## src/rtl/core/psc_pkg.sv

```systemverilog
// ----------------------------------------------------------------------------
// psc_pkg
// Shared types and constants of the pair sum counter.
// ----------------------------------------------------------------------------
package psc_pkg;

   localparam int MODE_W  = 2;
   localparam int VALUE_W = 10;
   localparam int SUM_W   = 11;
   localparam int PAIR_W  = 33;

   // request opcodes; code 3 is unused and ignored
   localparam logic [MODE_W-1:0] MODE_ADD   = 2'd0;
   localparam logic [MODE_W-1:0] MODE_QUERY = 2'd1;
   localparam logic [MODE_W-1:0] MODE_CLEAR = 2'd2;

   // per-pair control that travels alongside the bin reads
   typedef struct packed {
      logic valid;
      logic first;
      logic last;
   } mac_ctl_type;

endpackage

```

## src/rtl/core/psc_mac.sv

```systemverilog
// ----------------------------------------------------------------------------
// psc_mac
// Multiply-accumulate for bin pairs: product register, then 33-bit sum.
// ----------------------------------------------------------------------------
module psc_mac #(
   parameter int COUNT_BITS = 16
) (
   input  logic                        clock,
   input  logic                        reset,
   input  psc_pkg::mac_ctl_type        ctl,
   input  logic [COUNT_BITS-1:0]       op_a,
   input  logic [COUNT_BITS-1:0]       op_b,
   output logic                        done,
   output logic [psc_pkg::PAIR_W-1:0]  total
);

   import psc_pkg::*;

   localparam int PROD_W = 2 * COUNT_BITS;

   mac_ctl_type              ctl_ff;
   logic [PROD_W-1:0]        prod_ff;
   logic [PAIR_W+PROD_W-1:0] prod_pad;
   logic [PAIR_W-1:0]        acc_ff;
   logic [PAIR_W-1:0]        acc_in;
   logic                     done_ff;

   // result is kept modulo 2^PAIR_W
   assign prod_pad = {{PAIR_W{1'b0}}, prod_ff};
   assign acc_in   = (ctl_ff.first ? '0 : acc_ff) + prod_pad[PAIR_W-1:0];

   always_ff @(posedge clock) begin
      if (reset) begin
         ctl_ff  <= '0;
         done_ff <= 1'b0;
      end else begin
         ctl_ff  <= ctl;
         done_ff <= ctl_ff.valid & ctl_ff.last;
      end
      prod_ff <= op_a * op_b;
      if (ctl_ff.valid) begin
         acc_ff <= acc_in;
      end
   end

   assign done  = done_ff;
   assign total = acc_ff;

endmodule

```

## config.mk

```make
export PLATFORM = sky130hd
export DESIGN_NAME = psc_mac
export DESIGN_NICKNAME = d
export VERILOG_FILES = /design/src/rtl/core/psc_pkg.sv /design/src/rtl/core/psc_mac.sv
export SDC_FILE = /design/constraint.sdc
export NUM_CORES = 1
export LEC_CHECK = 0
export ABC_AREA = 0
export BUFFER_PORTS_ARGS = -buffer_cell sky130_fd_sc_hd__buf_2
export CELL_PAD_IN_SITES_DETAIL_PLACEMENT = 1
export CELL_PAD_IN_SITES_GLOBAL_PLACEMENT = 2
export CORE_UTILIZATION = 30
export CTS_BUF_LIST = sky130_fd_sc_hd__clkbuf_16
export DETAILED_ROUTE_END_ITERATION = 8
export HOLD_SLACK_MARGIN = 0.05
export PLACE_DENSITY_LB_ADDON = 0.1
export SETUP_SLACK_MARGIN = 0.5
export SLEW_MARGIN = 20
export SYNTH_ARGS = -nofsm -noshare
export SYNTH_HDL_FRONTEND = slang
export SYNTH_SLANG_ARGS = --single-unit
```

## constraint.sdc

```tcl
create_clock -name clock -period 8.4 [get_ports clock]
set_input_delay 0.84 -clock clock [delete_from_list [all_inputs] [get_ports clock]]
set_output_delay 0.84 -clock clock [all_outputs]
set_load 0.005 [all_outputs]
```

Word level (Yosys, flattened, before mapping)
Index checks and enable logic that the tools add are counted.
{"block": "word_totals", "ff_bits": 69, "inputBits": 37, "output_inout_bits": 34, "word_cells": 10}
{"block": "classes", "addsub": 1, "multipliers": 1, "n_mux": 1, "bitwise_logic": 1}
{"op": "$add A33 B32 Y33", "count": 1}
{"op": "$mux W33", "count": 1}
{"op": "$mul A16 B16 Y32", "count": 1}
{"op": "$and A1 B1 Y1", "count": 1}

Depth between registers and ports, before layout
Gate-level depths: netlist of run 1.
{"block": "depth", "word_depth": 2, "depth_mapped": 22, "depth_no_buf": 20}

Least setup slack after synthesis of run 1
Ideal clock, no wire load.
{"block": "synth_timing", "path_type": "input to register", "from": "input op_b[1]", "to": "register prod_ff[24]", "setup_time_ns": 0.125, "arrival_time_ns": 5.998, "required_time_ns": 8.275, "setup_slack_ns": 2.277, "path_stages": 20, "path_buffers": 2, "cell_sequence": "clkbuf_1 nand2_1 fa_1 fa_1 fa_1 inv_1 fa_1 fa_1 inv_1 fa_1 inv_1 ha_1 clkbuf_1 nand4_1 or3_1 or3_1 o21ai_1 a211o_1 a21oi_1 xnor2_1"}
{"block": "synth_between", "elab_chain_len": 1}
{"element": "from (decl)", "line": "psc_mac.sv:12", "source": "input logic [COUNT_BITS-1:0] op_b,"}
{"element": "$mul A16 B16 Y32", "line": "psc_mac.sv:40", "source": "prod_ff <= op_a * op_b;"}
{"element": "to (signal assigned)", "line": "psc_mac.sv:40"}
{"element": "to (decl)", "line": "psc_mac.sv:22", "source": "logic [PROD_W-1:0] prod_ff;"}
No other way between the ends.
A chain may end at the register's enable or synchronous reset.

Worst setup path in the final report of run 1
{"block": "layout_timing", "from": "input op_a[11]", "to": "register prod_ff[31]"}
{"block": "layout_between", "elab_chain_len": 1}
{"element": "from (decl)", "line": "psc_mac.sv:11", "source": "input logic [COUNT_BITS-1:0] op_a,"}
{"element": "$mul A16 B16 Y32", "line": "psc_mac.sv:40"}
No other way between the ends.

==> flow_summary.ini, run 1 <==
[global_routing]
grt_antenna_before_repair = 0
grt-ovfl-total = 0
grt_first_pass_wirelength_microns = 56900
grt_max_degree = 35
grt_pass1_vias = 9902
grt_usage_pct = 17.6

[timing]
min_period_ns = 6.34
finalSetupViolCount = 0
finalHoldViolCount = 0
period_share_pct = 75.4
fin_skew_ns = 0.00629
slew_headroom_pct = 42.9
slew_viol_final = 0
worst_pin_slew_ns = 0.835
grt_setup_unrepaired = no
tns_ns = 0
fmax_mhz = 158

[final_layout]
diodes = 0
final_cells = 1914
postLayoutCellArea_sq_um = 13500
drive_gt1_share_pct = 7.27
area_growth_pct = 9.13
nets = 1752

[critical_path]
crit_arrival_ns = 6.56
crit_path_end = prod_ff[31]
startpoint = op_a[11]
criticalPathCategory = in -> reg
start_kind = input port
r2r_end = total[30]
end_kind = flip-flop
r2r_slack_ns = 5.00
timing.rr.start = ctl_ff[1]
path_max_fanout = 16
required_ns = 8.63
ff2ff_path_depth = 12

[placement]
dp_hpwl_microns = 28400
port_buffers = 70
gp_congestion = 0.774
place_area_sq_um = 13100
placed_cells = 1898

[floorplanning]
core-area_sq_um = 40200
start_util_pct = 30.8
dieArea_sq_um = 42000
die_w_microns = 205
num_io_pins = 71
die_h_microns = 205
rows = 73

[logic_synthesis]
syn_nets = 1730
synthTopCellsByCount = inv_1 (235), fa_1 (195), nand2_1 (167)
synth.area.top_cells = fa_1 (32%), ha_1 (14%), edfxtp_1 (8.0%)
synth.avg_cell_area_sq_um = 9.07
netlist_area_sq_um = 12400
synth_cells = 1362
synthFlopType = dfxtp_1
synth-seq-cells = 69
synth_edf_count = 33
synth_cell_types = 57
synth.most_common_cell = inv_1
synth_top_area_cell = fa_1
synthArstFlopShare_pct = 0
seq_area_frac_synth_pct = 13.9
yosysTopAreaCellShare_pct = 31.6
yosysWarnings = 0

[cts]
clock_latency_ns = 0.34
cts_root_buf = clkbuf_16
cts.repair.resized = 0
path_clk_slew_ns = 0.06
clock_sinks = 69
numCtsBuffers = 9
postCtsSetupRepairBufs = 0
ctsHoldBuffers = 0
cts_tree = yes
htree_levels = 3
clockBufferDepth = 2

[worst_hold_path]
hold_path.class = reg -> reg

[detailed_routing]
drc_errors = 0
ant_nets = 0
wirelength_microns = 35700
dr.pass1.iters = 4
viasPerCell = 4.71
vias = 9008
drt_first_iter_violations = 258
wl_per_cell_microns = 18.7

[outcome]
status = completed

[run]
max_cap_viol_count = 0
state kept, by name, indices dropped and copies added, names as in the netlist:
register  flops
done          1
prod_ff      32
ctl_ff        3
total        33
how the worst min path moves through the flow:
stage,startpoint,to,cells after the start
floorplan,ctl_ff[0],done,2
global placement,ctl_ff[0],done,2
detailed placement,ctl_ff[0],done,2
CTS,ctl_ff[0],done,2
global route,ctl_ff[0],done,2
finish,ctl_ff[0],done,2
critical path: stages:
cell	delay, ns
buf_2	0.37
nand2_1	0.16
fa_1	0.54
fa_1	0.53
fa_1	0.51
inv_1	0.05
fa_1	0.52
fa_1	0.50
inv_1	0.05
fa_1	0.47
inv_1	0.04
ha_1	0.38
and3_1	0.26
a311oi_2	0.52
a31oi_1	0.30
a21oi_2	0.26
o21ai_1	0.11
xnor2_1	0.13
layout make-up:
class / count / area (sq um)
flip-flops and latches: 69 / 1710
repair buffers: 72 / 365
fillers: 4707 / 26700
inverters: 235 / 882
well taps: 525 / 657
clock inverters: 5 / 62.6
multi-input cells: 997 / 9530
clock buffers: 11 / 275
logic make-up after synthesis:
group	synth area share, %
flip-flops	13.9
XOR/XNOR	4.11
buffers and inverters	9.01
adder cells (fa/ha/maj)	45.4
AND/OR/NAND/NOR	16.9
AO/OA/AOI/OAI	10.8
per-layer routing:
layer,wire (microns),vias up,GRT usage [%]
li1,-,4369,-
met5,0,-,0
met3,932,16,0.875
met1,19000,4506,26.5
met4,304,0,3.12
met2,15500,117,28.0
per-stage QoR:
step | hold WS, ns | util, % | worst slack, ns
floorplan | 0.395 | - | 2.28
global route | 0.447 | 33.6 | 1.78
finish | 0.418 | 33.6 | 2.06
detailed placement | 0.418 | 32.7 | 1.62
CTS | 0.427 | 33.6 | 1.97
global placement | 0.402 | 32.7 | 1.65
placed cells by master (no fill, tap or decap), types with 13 or more instances in the layout:
cell / n
a21o_1: 38
a21oi_1: 64
and2_1: 125
buf_2: 70
dfxtp_1: 36
edfxtp_1: 33
fa_1: 195
ha_1: 136
inv_1: 235
nand2_1: 167
nand3_1: 13
nand4_1: 15
nor2_1: 20
nor2b_1: 38
o21ai_0: 28
xnor2_1: 37
xor2_1: 21
Power of run 1 is left out: the tool's default activity adds up to more than one toggle a clock period on the data nets, which glitch-free logic cannot reach.
==> run 2, diff against run 1 <==
==> constraint.sdc (replaced) <==
create_clock -name clock -period 6.65 [get_ports clock]
set_input_delay 0.665 -clock clock [delete_from_list [all_inputs] [get_ports clock]]
set_output_delay 0.665 -clock clock [all_outputs]
set_load 0.005 [all_outputs]
==> run 2 against run 1 <==
Net effect:
- design area up 1.3%
- register-to-register slack worse by 1.7 ns
- critical endpoint is now prod_ff[24]
- core utilization up 0.44 points
- sequential share of layout area down 0.16 points
- flip-flop and latch count unchanged
- via count down 0.56%
- highest routed layer unchanged
- worst setup slack worse by 1.3 ns
- die area unchanged
- clock skew down 0.0020 ns
- global-route usage down 0.28 points
==> flow_summary.ini, run 2 (synthesis gave the netlist of run 1 again) <==
[final_layout]
seq_area_sq_um = 1710
largest_reg_flops = 33
multi_input_area_sq_um = 9590
area_growth_pct = 10.6
diodes = 0
nets = 1762
final_cell_mix = inv_1 (235), fa_1 (195), nand2_1 (167)
fillers = 4677
mostFrequentLayoutCell = inv_1
drive_gt1_share_pct = 8.43

[timing]
min_period_ns = 5.89
slew_viol_final = 0
slew_headroom_pct = 67.9
fin_skew_ns = 0.00433
finalSetupViolCount = 0
grt_setup_unrepaired = no
fmax_mhz = 170
worst_pin_slew_ns = 0.481
tns_ns = 0
period_share_pct = 88.6
finalHoldViolCount = 0

[cts]
clockBufferDepth = 2
path_clk_slew_ns = 0.05
numCtsBuffers = 9
htree_levels = 3
postCtsSetupRepairBufs = 0
cts_tree = yes
clock_sinks = 69
clock_latency_ns = 0.34
cts_root_buf = clkbuf_16

[critical_path]
required_ns = 6.87
timing.rr.start = ctl_ff[1]
startpoint = op_a[12]
criticalPathCategory = in -> reg
start_kind = input port
path_max_fanout = 16
crit_arrival_ns = 6.11
end_kind = flip-flop

[floorplanning]
core-area_sq_um = 40200
start_util_pct = 30.8
die_w_microns = 205
num_io_pins = 71
die_h_microns = 205
rows = 73
dieArea_sq_um = 42000

[detailed_routing]
viasPerCell = 4.66
drt_first_iter_violations = 261
wirelength_microns = 35000
ant_nets = 0
dr.pass1.iters = 4
vias = 8958
drc_errors = 0
wl_per_cell_microns = 18.2

[global_routing]
grt_usage_pct = 17.3
grt-ovfl-total = 0
grt_pass1_vias = 10100
grt_antenna_before_repair = 0
grt_max_degree = 35
grt_first_pass_wirelength_microns = 56600

[worst_hold_path]
hold_path.class = reg -> reg
hold_start = ctl_ff[0]

[placement]
dp_hpwl_microns = 28700
gp_congestion = 0.784
port_buffers = 70

[outcome]
status = completed

[run]
max_cap_viol_count = 0
## run 2: path summary, 6_finish.rpt
check                                   end  slack [ns]  cells after the start
worst max-delay path            prod_ff[24]        0.76                     19
worst max register to register    total[30]        3.26                     12
worst min-delay path                   done        0.42                      2
worst min register to register         done        0.42                      2
## run 2: routing by layer
metal / wire length [microns] / up-vias / GRT usage, %
met3: 602 / 20 / 0.939
li1: - / 4389 / -
met5: 0 / - / 0
met1: 19100 / 4448 / 26.3
met4: 403 / 0 / 3.57
met2: 14900 / 101 / 26.9
## run 2: cell type report
cell class                 count  area share (%)
inverter                     235            6.46
sequential                    69            12.5
multi-input combinational    997            70.2
clock inverter                 5           0.568
tap                          525            4.81
clock buffer                  11            2.01
timing repair buffer          82            3.44
## run 2: worst max-delay path, cell delays in order
cell and delay, ns:
buf_2 0.32, nand2_1 0.13, fa_1 0.52, fa_1 0.53, fa_1 0.54, inv_1 0.07, fa_1 0.48, fa_1 0.49
inv_1 0.05, fa_1 0.47, inv_1 0.04, ha_1 0.39, nand4_1 0.14, or3_1 0.40, or3_1 0.35, o21ai_1 0.16
a211o_1 0.14, a21oi_1 0.07, xnor2_1 0.14
## run 2: repair_timing
| item | CTS | global route |
|---|---|---|
| endpoints found under the setup margin | 0 | 7 |
| resized for setup | 0 | 23 |
| hold buffers | 0 | 0 |
## run 2: per-stage QoR
| stage | setup slack [ns] | instances | hold WS, ns | cell area [sq um] | util, % |
|---|---|---|---|---|---|
| 5_1_grt | 0.501 | 1924 | 0.470 | 13700 | 34.0 |
| 4_1_cts | 0.615 | 1924 | 0.422 | 13600 | 33.8 |
| 3_3_place_gp | 0.309 | 1908 | 0.403 | 13200 | 32.9 |
| 2_1_floorplan | 0.702 | 1362 | 0.395 | 12400 | - |
| 6_report | 0.757 | 1924 | 0.416 | 13700 | 34.0 |
| 3_5_place_dp | 0.251 | 1908 | 0.418 | 13200 | 32.9 |
Power of run 2 is left out for the same reason.
==> run 3, diff against run 2 <==
==> constraint.sdc (replaced) <==
create_clock -name clock -period 6.65 [get_ports clock]
set_input_delay 0.3325 -clock clock [delete_from_list [all_inputs] [get_ports clock]]
set_output_delay 0.3325 -clock clock [all_outputs]
set_load 0.005 [all_outputs]
==> run 3 against run 2 <==
Net effect:
- wire length increased by 1.4%
- sequential share of layout area increased by 0.18 points
- clock skew about the same
- largest cell class unchanged
- global-route usage up 0.30 points
- via count increased by 1.2%
- hold slack got worse by 0.22 ns
==> flow_summary.ini, run 3 (synthesis gave the netlist of run 1 again) <==
[critical_path]
crit_arrival_ns = 6.06
critPathMaxStageDelay_ns = 0.56
r2r_slack_ns = 3.22
path_max_fanout = 16
path_depth = 21
critPathBufInv = 6
start_kind = input port
critical_path.cell_chain = buf_2, nand2_1, fa_1, inv_1, fa_1, inv_1, fa_1, inv_1, fa_1, fa_1, inv_1, fa_1, inv_1, ha_1, a21oi_1, o21ai_0, a221oi_1, o311ai_1, o211ai_1, o21a_1, xnor2_1
path_delay_family = adder cells
startpoint = op_a[7]
crit_path_end = prod_ff[29]
ff2ff_path_depth = 12
cp_slowest_cell = fa_1
cp_common_cell = fa_1
r2r_end = total[30]
criticalPathCategory = in -> reg
required_ns = 6.92
end_kind = flip-flop
timing.rr.start = ctl_ff[1]

[detailed_routing]
dr.pass1.iters = 4
drt_first_iter_violations = 233
drc_errors = 0
viasPerCell = 4.73
vias = 9065
wirelength_microns = 35500
wl_per_cell_microns = 18.5
ant_nets = 0

[global_routing]
grt_first_pass_wirelength_microns = 57100
grt_usage_pct = 17.6
grt-ovfl-total = 0
grt_antenna_before_repair = 0
grt_pass1_vias = 10000
grt_max_degree = 35

[final_layout]
postLayoutCellArea_sq_um = 13500
area_growth_pct = 8.95
largest_reg_flops = 33
drive_gt1_share_pct = 7.41
mostFrequentLayoutCell = inv_1
diodes = 0
fin_util_pct = 33.5
fillers = 4726
final_cell_mix = inv_1 (235), fa_1 (195), nand2_1 (167)
nets = 1753

[cts]
ctsHoldBuffers = 0
cts_tree = yes
htree_levels = 3
cts_root_buf = clkbuf_16
cts.repair.resized = 0
clock_sinks = 69
clock_latency_ns = 0.34
postCtsSetupRepairBufs = 0
numCtsBuffers = 9
clockBufferDepth = 2
path_clk_slew_ns = 0.05

[placement]
port_buffers = 70
place_area_sq_um = 13200
dp_hpwl_microns = 28500
gp_congestion = 0.778

[timing]
slew_viol_final = 0
fmax_mhz = 173
fin_skew_ns = 0.00460
min_period_ns = 5.79
finalHoldViolCount = 0
tns_ns = 0
worst_pin_slew_ns = 0.883
period_share_pct = 87.1
slew_headroom_pct = 39.6
fin_hold_ws_ns = 0.196
grt_setup_unrepaired = no
finalSetupViolCount = 0

[floorplanning]
rows = 73
die_w_microns = 205
dieArea_sq_um = 42000
num_io_pins = 71
die_h_microns = 205
start_util_pct = 30.8
core-area_sq_um = 40200

[run]
max_cap_viol_count = 0

[outcome]
status = completed

[worst_hold_path]
hold_path.class = in -> reg
-- run 3: changes by cell type in the layout (fill, tap and decap cells not counted), moves of 2 or more --
cell / delta
buf_2: +12
a21oi_2: -2
clkbuf_16: -2
buf_4: -9
ha_2: -3
ha_1: +3
clkbuf_4: -12
a21oi_1: +2
clkinv_2: +3
-- run 3: per-stage QoR --
stage	setup WS (ns)	std cells
CTS	0.686	1915
finish	0.859	1915
global placement	0.389	1899
detailed placement	0.339	1899
floorplan	1.03	1362
global route	0.522	1915
-- run 3: cell type report --
cell class | instances | area (sq um) | share of cell area [%]
tap | 525 | 657 | 4.88
multi-input combinational | 997 | 9550 | 70.9
clock buffer | 9 | 225 | 1.67
clock inverter | 7 | 65.1 | 0.483
inverter | 235 | 882 | 6.55
timing repair buffer | 73 | 373 | 2.77
sequential | 69 | 1710 | 12.7
-- run 3: worst reg2reg max path, delay by kind of cell (launching register included) --
kind                       cells  cell delay (ns)
xor gates and xnor gates       1             0.12
buffers and inverters          2             0.31
and+or+nand+nor                2             0.38
adders and majority gates      2             0.63
AOI/OAI and AO/OA              5             1.43
DFF                            1             0.30
-- run 3: per-layer routing --
layer | GRT usage (%) | share of wire (%) | vias to the layer above
met4 | 3.47 | 1.1 | 0
met1 | 26.7 | 54 | 4563
met5 | 0 | 0 | -
li1 | - | - | 4367
met2 | 27.6 | 43 | 113
met3 | 0.843 | 1.9 | 22
-- run 3: worst min path at each step --
stage / cells after the start / slack (ns) / to / startpoint
2_1_floorplan: 2 / 0.40 / done / ctl_ff[0]
3_3_place_gp: 2 / 0.40 / done / ctl_ff[0]
3_5_place_dp: 2 / 0.41 / done / ctl_ff[0]
4_1_cts: 2 / 0.18 / done / reset
5_1_grt: 2 / 0.19 / done / reset
6_report: 2 / 0.20 / done / reset
Power of run 3 is left out for the same reason.
